<file path="src/hdl/mprc_pkg.sv">
// ----------------------------------------------------------------------------
// mprc_pkg
// Shared constants, types and the CRC-16 byte update for the position reply
// checker.
// ----------------------------------------------------------------------------
package mprc_pkg;

    // receive buffer depth, a frame ends when it holds this many bytes
    localparam int BUF_DEPTH = 16;
    // byte counter width, must hold BUF_DEPTH itself
    localparam int CNT_W     = $clog2(BUF_DEPTH + 1);

    // reply layout
    localparam int REPLY_LEN = 9;
    localparam int CRC_SPAN  = 7;
    localparam int POS_FIRST = 3;
    localparam int POS_LAST  = 6;
    localparam int CRC_LO    = 7;
    localparam int CRC_HI    = 8;

    // crc-16 constants
    localparam logic [15:0] CRC_INIT = 16'hFFFF;
    localparam logic [15:0] CRC_POLY = 16'hA001;

    // result status codes
    typedef enum logic [1:0] {
        ST_IGNORED  = 2'd0,
        ST_UPDATED  = 2'd1,
        ST_CRC_FAIL = 2'd2
    } t_status;

    // result of one accepted byte
    typedef struct packed {
        logic        done;
        t_status     status;
        logic [31:0] position;
    } t_frame_result;

    // reflected crc-16 update over one byte, eight bit steps
    function automatic logic [15:0] crc_byte(input logic [15:0] crc_in,
                                             input logic [7:0]  data);
        logic [15:0] crc;
        crc = crc_in ^ {8'h00, data};
        for (int k = 0; k < 8; k++) begin
            if (crc[0]) begin
                crc = (crc >> 1) ^ CRC_POLY;
            end else begin
                crc = crc >> 1;
            end
        end
        return crc;
    endfunction

endpackage

</file>
<file path="src/hdl/mprc_frame_tracker.sv">
// ----------------------------------------------------------------------------
// mprc_frame_tracker
// Per-frame state: byte count, running CRC, received CRC, position bytes and
// the last good position. Produces the frame result on the closing byte.
// ----------------------------------------------------------------------------
module mprc_frame_tracker
    import mprc_pkg::*;
(
    input  logic          i_clk,
    input  logic          i_rst_n,
    input  logic          i_accept,
    input  logic [7:0]    i_rx_byte,
    input  logic          i_frame_end,
    output t_frame_result o_result
);

    logic [CNT_W-1:0] r_byte_count, n_byte_count;
    logic [15:0]      r_crc_accum, n_crc_accum;
    logic [15:0]      r_received_crc, n_received_crc;
    logic [31:0]      r_data_word, n_data_word;
    logic [31:0]      r_good_position, n_good_position;

    logic [CNT_W-1:0] cnt_inc;
    logic [15:0]      crc_upd;
    logic [15:0]      rcv_upd;
    logic [31:0]      data_upd;
    logic             frame_done;
    t_status          status;

    // byte update and frame close decision
    always_comb begin
        cnt_inc  = r_byte_count + CNT_W'(1);
        crc_upd  = (r_byte_count < CNT_W'(CRC_SPAN)) ?
                   crc_byte(r_crc_accum, i_rx_byte) : r_crc_accum;
        data_upd = (r_byte_count >= CNT_W'(POS_FIRST) &&
                    r_byte_count <= CNT_W'(POS_LAST)) ?
                   {r_data_word[23:0], i_rx_byte} : r_data_word;
        rcv_upd  = r_received_crc;
        if (r_byte_count == CNT_W'(CRC_LO)) begin
            rcv_upd = {r_received_crc[15:8], i_rx_byte};
        end
        if (r_byte_count == CNT_W'(CRC_HI)) begin
            rcv_upd = {i_rx_byte, r_received_crc[7:0]};
        end
        frame_done = i_frame_end || (cnt_inc >= CNT_W'(BUF_DEPTH));

        status          = ST_IGNORED;
        n_good_position = r_good_position;
        if (cnt_inc == CNT_W'(REPLY_LEN)) begin
            if (rcv_upd == crc_upd) begin
                status = ST_UPDATED;
                if (i_accept && frame_done) begin
                    n_good_position = data_upd;
                end
            end else begin
                status = ST_CRC_FAIL;
            end
        end

        n_byte_count   = r_byte_count;
        n_crc_accum    = r_crc_accum;
        n_received_crc = r_received_crc;
        n_data_word    = r_data_word;
        if (i_accept) begin
            if (frame_done) begin
                n_byte_count   = '0;
                n_crc_accum    = CRC_INIT;
                n_received_crc = '0;
                n_data_word    = '0;
            end else begin
                n_byte_count   = cnt_inc;
                n_crc_accum    = crc_upd;
                n_received_crc = rcv_upd;
                n_data_word    = data_upd;
            end
        end

        o_result.done     = i_accept && frame_done;
        o_result.status   = status;
        o_result.position = (status == ST_UPDATED) ? data_upd : r_good_position;
    end

    // frame state registers
    always_ff @(posedge i_clk) begin
        if (!i_rst_n) begin
            r_byte_count    <= '0;
            r_crc_accum     <= CRC_INIT;
            r_received_crc  <= '0;
            r_data_word     <= '0;
            r_good_position <= '0;
        end else begin
            r_byte_count    <= n_byte_count;
            r_crc_accum     <= n_crc_accum;
            r_received_crc  <= n_received_crc;
            r_data_word     <= n_data_word;
            r_good_position <= n_good_position;
        end
    end

    // counter never reaches the buffer depth between bytes
    a_count_range: assert property (@(posedge i_clk) disable iff (!i_rst_n)
        r_byte_count < CNT_W'(BUF_DEPTH))
        else $error("byte count reached buffer depth");

    // empty frame holds the crc seed
    a_crc_seed: assert property (@(posedge i_clk) disable iff (!i_rst_n)
        (r_byte_count == '0) |-> (r_crc_accum == CRC_INIT))
        else $error("crc not reseeded at frame start");

    // no position byte gathered before byte three
    a_data_clear: assert property (@(posedge i_clk) disable iff (!i_rst_n)
        (r_byte_count <= CNT_W'(POS_FIRST)) |-> (r_data_word == '0))
        else $error("data word not clear early in frame");

endmodule

</file>
<file path="config.mk">
export PLATFORM = sky130hd
export DESIGN_NAME = mprc_frame_tracker
export DESIGN_NICKNAME = d
export VERILOG_FILES = /design/src/hdl/mprc_pkg.sv /design/src/hdl/mprc_frame_tracker.sv
export SDC_FILE = /design/constraint.sdc
export NUM_CORES = 1
export LEC_CHECK = 0
export BUFFER_PORTS_ARGS = -buffer_cell sky130_fd_sc_hd__buf_2
export CAP_MARGIN = 10
export CELL_PAD_IN_SITES_DETAIL_PLACEMENT = 1
export CELL_PAD_IN_SITES_GLOBAL_PLACEMENT = 1
export CORE_MARGIN = 2
export CORE_UTILIZATION = 47
export DETAILED_ROUTE_END_ITERATION = 8
export PLACE_DENSITY_LB_ADDON = 0.12
export SLEW_MARGIN = 0
export SYNTH_ARGS = -nofsm -noshare
export SYNTH_HDL_FRONTEND = slang
export SYNTH_SLANG_ARGS = --single-unit
</file>
<file path="constraint.sdc">
create_clock -name i_clk -period 4.2 [get_ports i_clk]
set_clock_uncertainty 0.15 [all_clocks]
set_input_delay 0.63 -clock i_clk [delete_from_list [all_inputs] [get_ports i_clk]]
set_output_delay 0.63 -clock i_clk [all_outputs]
set_load 0.01 [all_outputs]
</file>
# Word-level counts from Yosys, hierarchy flattened
# Cells that the tools add are included.
# word_totals
register_bits	101
output_inout_bits	35
# op_classes
magnitude_cmp	4
bitwise	9
eq_ne	5
muxes	19
n_reduce_logical	4
add_sub_neg	1
# op_table
cell	n
two-way mux 16 bit	12
two-way mux 32 bit	3
inverter 2 -> 3 bit	8
== test 16 bit	1
bitwise XOR 16 x 8 -> 16 bit	1
== test 5 x 4 -> 1 bit (second input constant)	2
two-way mux 8 bit	1
adder 5 x 1 -> 5 bit (second input constant)	1
== test 5 x 3 -> 1 bit (second input constant)	1
>= comparator 5 x 2 -> 1 bit (second input constant)	1
>= comparator 5 bit (second input constant)	1
less-or-equal comparator 5 x 3 -> 1 bit (second input constant)	1
< comparator 5 x 3 -> 1 bit (second input constant)	1
two-way mux 5 bit	1
two-way mux 2 bit	2
AND reduction 3 bit	1
== test 2 x 1 -> 1 bit (second input constant)	1
logical AND 1 bit	2
logical OR 1 bit	1

# Longest topological paths before layout
# Gate-level depths: netlist (run 1).
# depth
ltp_word	23
mapped_depth	13

# Worst setup path before layout (run 1)
# OpenSTA, ideal clock, no wires.
# synth_timing
path_type	in2out
startpoint	input i_rx_byte[2]
endpoint	output o_result[22] in the netlist's numbering
stages	11
n_path_buf	3
t_arrival_ps	3071
path_slack_ps	349
path_cell_list	buf_2 > xor2_1 > xor2_1 > xnor2_1 > xnor3_1 > o21ai_1 > xor2_2 > and4b_1 > buf_4 > buf_6 > mux2i_1
# synth_lines
element	line	rtl
from (decl)	mprc_frame_tracker.sv:12	input logic [7:0] i_rx_byte,
to (decl)	mprc_frame_tracker.sv:14	output t_frame_result o_result

==> results of run 1 <==
## registers in the layout, summed over array words and instances, names as in the netlist
register and flops:
r_good_position 32, r_data_word 32, r_byte_count 5, r_received_crc 16
r_crc_accum 16
## worst max-delay path, stage by stage, from the launching register on
cell and delay, ns:
dfxtp_1 0.58, and4bb_1 0.30, buf_8 0.17, mux2i_4 0.20, xnor2_1 0.22, nand4_1 0.17, nand4b_1 0.25, nor3_4 0.16
and4b_4 0.43, clkbuf_16 0.24, mux2i_1 0.24, buf_2 0.16
## Yosys cell counts (all sizes together), types with 2 or more instances
cell type,instances
a21oi,7
a22o,39
a311oi,33
a32o,8
a32oi,2
a41oi,32
and2,5
and3,2
buf,29
clkbuf,34
dfxtp,101
ha,3
inv,36
mux2i,85
nand2,39
nand2b,3
nand3,11
nand4,2
nor2,14
nor2b,2
nor3,6
o211ai,12
o21ai,13
xnor2,20
xnor3,4
xor2,13
## per-layer routing
layer,vias to the layer above,share of wire [%]
met2,127,47
met3,16,4.3
met4,0,1.4
met1,2506,47
met5,-,0
li1,2185,-
## cells by family after synthesis
family / count (synthesis)
simple gates: 91
fa+ha+maj: 3
compound gates: 152
flops: 101
xor+xnor: 37
buf+inv: 99
mux: 86
## metrics by stage
stage / setup TNS (ns) / cell area (um2) / power, uW
after detailed placement: 0 / 5830 / 1650
after floorplan: 0 / 5530 / 1480
after CTS: -0.983 / 6240 / 2520
final: -0.133 / 6450 / 2540
after global placement: 0 / 5830 / 1650
after global routing: -4.09 / 6450 / 2620
## area by class of cell
type / instances / area, um2 / share of cell area [%]
inverter: 36 / 140 / 2.17
timing repair buffer: 82 / 631 / 9.78
sequential: 101 / 2030 / 31.6
multi-input combinational: 369 / 3160 / 49.0
clock inverter: 3 / 43.8 / 0.679
tap: 143 / 179 / 2.78
clock buffer: 13 / 260 / 4.04
## power by group through the flow
stage	Sequential, uW	Clock [uW]	Combinational, uW
after floorplan	1010	0	469
after global placement	1020	0	630
after detailed placement	1020	0	636
after CTS	996	884	644
after global routing	997	922	705
final	995	875	665
## timing repair
item,in CTS,in global routing
resized for setup,10,23
cloned,2,4
buffers inserted,0,8
setup endpoints to repair,33,34
pin swaps,2,4
hold buffers,0,0
## worst paths after layout
path | start | to | slack (ns) | depth (start not counted)
max | r_byte_count[4]$_SDFFE_PN0P_ | o_result[20] | -0.06 | 11
min | r_data_word[26]$_SDFFE_PN0P_ | r_data_word[26]$_SDFFE_PN0P_ | 0.33 | 1
max reg2reg | r_byte_count[4]$_SDFFE_PN0P_ | r_good_position[4]$_SDFFE_PN0P_ | 0.79 | 10
min reg2reg | r_data_word[26]$_SDFFE_PN0P_ | r_data_word[26]$_SDFFE_PN0P_ | 0.33 | 1
==> results.toml, run 1 <==
[setup_path]
crit_type = "reg2out"
cp.arrival_ns = 3.48
required_ns = 3.42
start_kind = "flop"
end_kind = "output port"
crit_fanout = 13

[layout]
fillers = 1261
area.growth.synth_to_final_pct = 16.6
stdcell_count = 747
diodes = 0
layout_commonest_cell = "dfxtp_1"
nNetsFinal = 614
mostFrequentLayoutCells = "dfxtp_1 (97), mux2i_1 (78), buf_2 (47)"
fin_util_pct = 56.2
layout-drive-gt1-share_pct = 21.5

[sta]
whs_ns = 0.332
worst_slack_ns = -0.0641
slew_headroom_pct = 45.4
fmax_mhz = 235
setup_violations = 5
drv_slew = 0
hold_viol = 0
fin_crit_ns = 4.26
post-route-period-util_pct = 102
grt_setup_unrepaired = "true"
worst_slew_pin_slew_ns = 0.817

[synthesis]
synth_top_area_share_pct = 36.6
synth_area_per_cell_um2 = 9.71
synth_warnings = 0
syn_inst = 569
yosysSeqAreaShare_pct = 36.6
synth_edf_count = 0
synth_top_family_by_area = "compound AO/OA/AOI/OAI gates"
synth_xor_area_share_pct = 8.22
synthAdderAreaFrac_pct = 0.679
synth_area_leaders = "dfxtp_1 (37%), mux2i_1 (15%), a22o_1 (6.2%)"
synth.area.mux_share_pct = 15.6
yosys.area.top_type = "dfxtp_1"
ys.flop_type = "dfxtp_1"
syn_area_mm2 = 0.00553
synthArstFlopShare_pct = 0
synth_compound_area_share_pct = 22.7
synth_seq_cells = 101
synthSimpleGateAreaFrac_pct = 8.24
yosysUniqueCellTypes = 49
syn_nets = 584

[floorplan]
coreArea_mm2 = 0.0115
start_util_pct = 48.2
die_x_um = 112
io_pins = 47
die_area_mm2 = 0.0126
rows = 39
die_h_um = 112

[clocking]
cts_buffer_depth = 2
numCtsBuffers = 9
clk_pin_slew_ns = 0.07
cts_max_level = 3
cts_sinks = 101
cts_tree = "done"
insertion_delay_ns = 0.36
cts_root_buf = "clkbuf_16"

[grt]
met1_usage_pct = 37.6
grt_max_degree = 36
antenna_found_initial = 0
grt_pass1_wl_um = 26700
track_usage_pct = 26.7
top_usage_layer = "met2"
grt_pass1_vias = 4824
grtUsageMet2_pct = 41.5
grt_overflow_total = 0
gr-usage-met3_pct = 5.67

[pwr]
swShare_pct = 34.2
power_density_mw_per_mm2 = 393
clkPwrFrac_pct = 34.5
pwr-share-comb_pct = 26.2
leakage_uw = 0.00255
p_seq_share_pct = 39.2
p_sw_uw = 867
vdd_drop_max_mv = 0.355
internal_power_uw = 1670

[place]
io_buffers = 46
dpl.hpwl_um = 10500
dp_slack_ns = 0.0417
place_congestion = 0.796
place_inst = 717

[detailed_routing]
wl_per_cell_um = 23.2
num_vias = 4834
first_pass_iters = 5
drt-total-wl_um = 17300
remaining_drc_errors = 0
drtIter0Drc = 354
ant_nets = 0
viasPerCell = 6.47

[outcome]
violations = "negative setup slack"
status = "finished, violations left"

[worst_hold_path]
worst_hold_path_type = "reg2reg"

[run]
drv_cap = 0
(Power assumes the default switching activity.)
==> run 2: changes to the inputs <==
--- a/config.mk
+++ b/config.mk
@@ -12,7 +12,7 @@
 export CORE_MARGIN = 2
 export CORE_UTILIZATION = 47
 export DETAILED_ROUTE_END_ITERATION = 8
-export PLACE_DENSITY_LB_ADDON = 0.12
+export PLACE_DENSITY = 0.88
 export SLEW_MARGIN = 0
 export SYNTH_ARGS = -nofsm -noshare
 export SYNTH_HDL_FRONTEND = slang
==> run 2 against run 1 <==
  * Largest cell class unchanged
  * Critical path depth is 1 higher
  * Total power fell by 1.3%
  * Core utilization is 0.85 points higher
  * Clock-buffer cell count fell by 3
  * Sequential power hardly changed
  * Non-clock buffer count increased by 6
  * Clock power decreased by 5.1%
  * Via count grew 5.9%
  * Flip-flop and latch count did not move
  * Worst setup slack got worse by 0.12 ns
  * Highest routed layer unchanged
  * Die area is the same
  * Design area increased by 1.5%
  * The flow still finishes with violations (negative setup slack)
==> results.toml, run 2 (synthesis results as in run 1) <==
[worst_hold_path]
worst_hold_path_type = "reg2reg"

[detailed_routing]
drt-total-wl_um = 19800
drtIter0Drc = 599
viasPerCell = 6.80
wl_per_cell_um = 26.3
num_vias = 5120
first_pass_iters = 5
ant_nets = 0
remaining_drc_errors = 0

[sta]
grt_setup_unrepaired = "true"
hold_viol = 0
worst_slack_ns = -0.183
post-route-period-util_pct = 104
slew_headroom_pct = 44.9
setup_violations = 32
fmax_mhz = 228
fin_crit_ns = 4.38
drv_slew = 0
worst_slew_pin_slew_ns = 0.824

[grt]
track_usage_pct = 28.5
grt_max_degree = 36
grt_pass1_vias = 5197
antenna_found_initial = 0
grt_overflow_total = 0
grt_pass1_wl_um = 28700

[layout]
layout_commonest_cell = "dfxtp_1"
mostFrequentLayoutCells = "dfxtp_1 (96), mux2i_1 (78), buf_2 (46)"
fillers = 1257
layout-drive-gt1-share_pct = 23.1
reg.largest.list = "r_data_word (32), r_good_position (32)"
stdcell_count = 753
nNetsFinal = 620
diodes = 0
area.growth.synth_to_final_pct = 18.4

[floorplan]
die_x_um = 112
coreArea_mm2 = 0.0115
io_pins = 47
rows = 39
die_h_um = 112
start_util_pct = 48.2
die_area_mm2 = 0.0126

[place]
dpl.hpwl_um = 11000
place_congestion = 0.843
place_inst = 719
dp_slack_ns = 0.0345
io_buffers = 46

[setup_path]
slowest_stage = "nor4_1"
crit_fanout = 13
start_kind = "flop"
cpLargestDelayFamily = "simple AND/OR/NAND/NOR gates"
crit_chain = "a311oi_2, buf_6, mux2i_1, xor2_1, nor4_1, nand4b_1, nor3_4, and4b_2, buf_4, buf_12, mux2i_1, buf_2"
crit_type = "reg2out"
max_stage_delay_ns = 0.44
end_kind = "output port"
required_ns = 3.42
cp.arrival_ns = 3.60
crit_buf_inv = 4
path_common_cell = "mux2i_1"

[pwr]
pwr-share-comb_pct = 27.0
vdd_drop_max_mv = 0.254
clkPwrFrac_pct = 33.2
swShare_pct = 36.5
p_sw_uw = 912
total_power_uw = 2500
power_density_mw_per_mm2 = 382
internal_power_uw = 1590
leakage_uw = 0.00257
p_seq_share_pct = 39.8

[clocking]
cts_tree = "done"
cts_max_level = 3
clk_pin_slew_ns = 0.08
numCtsBuffers = 9
cts_sinks = 101
hold_buffers = 0
insertion_delay_ns = 0.35
cts_root_buf = "clkbuf_16"
cts_buffer_depth = 2

[outcome]
violations = "negative setup slack"
status = "finished, violations left"

[run]
drv_cap = 0
[run 2: changes by cell type in the layout (fill, tap and decap cells not counted), sizes merged]
cell    delta
clkinv     -1
buf        +6
bufinv     -1
inv        +5
clkbuf     -3
[run 2: worst paths after layout]
check | cells past startpoint | end | slack, ns | startpoint
worst max-delay path | 12 | o_result[3] | -0.18 | r_byte_count[3]$_SDFFE_PN0P_
worst min register to register | 1 | r_data_word[24]$_SDFFE_PN0P_ | 0.33 | r_data_word[24]$_SDFFE_PN0P_
worst max register to register | 15 | r_good_position[11]$_SDFFE_PN0P_ | 0.60 | r_byte_count[1]$_SDFFE_PN0P_
worst min-delay path | 1 | r_data_word[24]$_SDFFE_PN0P_ | 0.33 | r_data_word[24]$_SDFFE_PN0P_
[run 2: layer usage]
layer | GRT usage, % | wire length, um | share of wire, % | vias up
li1 | - | - | - | 2200
met1 | 35.7 | 7920 | 40 | 2596
met2 | 50.1 | 10000 | 51 | 249
met3 | 4.37 | 1060 | 5.4 | 75
met4 | 10.1 | 813 | 4.1 | 0
met5 | 0 | 0 | 0 | -
[run 2: what timing repair did]
item | in CTS | in global routing
setup buffers | 4 | 10
gates resized for setup | 11 | 32
gates cloned | 2 | 3
pin swaps | 2 | 8
endpoints found under the setup margin | 32 | 34
[run 2: cell type report]
cell class | count | area, um2 | share of cell area [%]
well taps | 143 | 179 | 2.73
multi-input cells | 369 | 3200 | 48.9
inverters | 36 | 140 | 2.14
clock buffers | 10 | 229 | 3.50
repair buffers | 88 | 699 | 10.7
clock inverters | 6 | 52.6 | 0.803
flip-flops and latches | 101 | 2040 | 31.2
[run 2: power groups by stage]
stage	Clock (uW)	Sequential [uW]	Combinational [uW]
after floorplan	0	1010	469
after global placement	0	1020	612
after detailed placement	0	1020	639
after CTS	831	996	645
after global routing	872	999	703
final	830	997	676
[run 2: per-stage QoR]
stage | instance area, um2 | TNS [ns] | util, % | hold slack (ns)
floorplan | 5530 | 0 | - | 0.292
global placement | 5860 | 0 | 51.1 | 0.306
detailed placement | 5860 | 0 | 51.1 | 0.305
CTS | 6260 | -0.109 | 54.6 | 0.330
global route | 6540 | -7.96 | 57.1 | 0.360
finish | 6540 | -3.50 | 57.1 | 0.334
==> run 3: changes to the inputs <==
--- a/config.mk
+++ b/config.mk
@@ -12,7 +12,7 @@
 export CORE_MARGIN = 2
 export CORE_UTILIZATION = 47
 export DETAILED_ROUTE_END_ITERATION = 8
-export PLACE_DENSITY = 0.88
+export PLACE_DENSITY_LB_ADDON = 0.1
 export SLEW_MARGIN = 0
 export SYNTH_ARGS = -nofsm -noshare
 export SYNTH_HDL_FRONTEND = slang
==> run 3 against run 2 <==
  * First-iteration DRC count decreased by 51%
  * Worst hold slack lost 0.0057 ns
  * Critical endpoint is now o_result[12]
  * Largest power group unchanged
  * Cell count rose by 0.66%
  * Critical path type unchanged
  * Sequential share of layout area down 0.22 points
  * Flip-flop and latch count unchanged
  * Clock power is 3.5% lower
  * Global-route usage decreased by 1.6 points
  * The run now ends clean
  * Total power shrank 1.8%
==> results.toml, run 3 (synthesis results as in run 1) <==
[outcome]
status = "finished, final reports clean"

[detailed_routing]
first_pass_iters = 4
ant_nets = 0
viasPerCell = 6.30
drtIter0Drc = 293
wl_per_cell_um = 22.2
remaining_drc_errors = 0
num_vias = 4772
drt-total-wl_um = 16900

[pwr]
total_power_uw = 2460
leakage_uw = 0.00259
power_density_mw_per_mm2 = 374
vdd_drop_max_mv = 0.336

[clocking]
cts_max_level = 3
numCtsBuffers = 9
clk_pin_slew_ns = 0.07
cts_root_buf = "clkbuf_16"
hold_buffers = 0
cts_sinks = 101
cts_tree = "done"
cts_buffer_depth = 2
insertion_delay_ns = 0.35

[sta]
slew_headroom_pct = 44.2
fmax_mhz = 238
grt_setup_unrepaired = "true"
setup_violations = 0
hold_viol = 0
post-route-period-util_pct = 99.8
whs_ns = 0.328
fin_crit_ns = 4.19
drv_slew = 0
worst_slew_pin_slew_ns = 0.834

[setup_path]
end_kind = "output port"
required_ns = 3.42
crit_fanout = 9
start_kind = "flop"
crit_type = "reg2out"
cp.arrival_ns = 3.41

[floorplan]
die_area_mm2 = 0.0126
io_pins = 47
die_x_um = 112
rows = 39
start_util_pct = 48.2
die_h_um = 112
coreArea_mm2 = 0.0115

[run]
drv_cap = 0

[grt]
track_usage_pct = 27.0
grt_overflow_total = 0
grt_pass1_vias = 4908
grt_max_degree = 36
antenna_found_initial = 0
grt_pass1_wl_um = 27100

[layout]
reg.largest.list = "r_data_word (32), r_good_position (32)"
fin_util_pct = 57.3
fillers = 1277
diodes = 0
layout-drive-gt1-share_pct = 24.2
mostFrequentLayoutCells = "dfxtp_1 (96), mux2i_1 (78), buf_2 (46)"
stdcell_count = 758
layout_commonest_cell = "dfxtp_1"
nNetsFinal = 625
design_area_mm2 = 0.00657
area.growth.synth_to_final_pct = 18.8

[worst_hold_path]
worst_hold_path_type = "reg2reg"

[place]
place_congestion = 0.849
dpl.hpwl_um = 10600
placed_area_mm2 = 0.00585
place_inst = 718
io_buffers = 46
==> run 3: final timing paths <==
check	startpoint	cells past startpoint	slack, ns	endpoint
worst max-delay path	r_byte_count[0]$_SDFFE_PN0P_	14	0.007	o_result[12]
worst min-delay path	r_data_word[30]$_SDFFE_PN0P_	1	0.33	r_data_word[30]$_SDFFE_PN0P_
worst max register to register	r_byte_count[0]$_SDFFE_PN0P_	14	0.78	r_good_position[18]$_SDFFE_PN0P_
worst min register to register	r_data_word[30]$_SDFFE_PN0P_	1	0.33	r_data_word[30]$_SDFFE_PN0P_
==> run 3: worst max-delay path, stage by stage, from the launching register on <==
cell and delay (ns):
dfxtp_4 0.38, buf_4 0.14, a311oi_2 0.23, buf_6 0.20
buf_4 0.13, mux2i_1 0.20, xnor2_1 0.14, nand4_1 0.15
nand4b_1 0.28, nor3_4 0.23, and4b_4 0.37, buf_12 0.14
buf_16 0.11, mux2i_1 0.18, buf_2 0.16
==> run 3: area by class of cell <==
class	instances	area [um2]	area share, %
clock buffers	12	256	3.91
multi-input cells	369	3210	48.9
clock inverters	4	22.5	0.343
repair buffers	93	731	11.1
well taps	143	179	2.73
inverters	36	135	2.06
flip-flops and latches	101	2030	31.0
==> run 3: routing by layer <==
metal	share of wire, %	up-vias	GRT usage, %
met1	47	2438	37.6
li1	-	2198	-
met3	4.1	25	5.40
met5	0	-	0
met4	1.7	0	7.48
met2	47	111	42.9
==> run 3: per-stage QoR <==
stage                     setup TNS, ns  setup WS (ns)
after detailed placement              0         0.0232
final                                 0        0.00682
after global placement                0          0.196
after CTS                       -0.0610        -0.0268
after floorplan                       0          0.349
after global routing              -1.89         -0.115
==> run 3: power breakdown <==
part           switching (uW)  leakage (uW)  internal (uW)  total, uW
logic                     455       0.00163            205        661
registers                23.2      0.000820            973        997
clock network             369      0.000138            432        801
==> run 3: repair_timing <==
| item | CTS | global route |
|---|---|---|
| pin swaps | 5 | 6 |
| setup endpoints to repair | 34 | 34 |
| resized for setup | 14 | 27 |
| setup buffers | 8 | 14 |
| cloned | 4 | 0 |
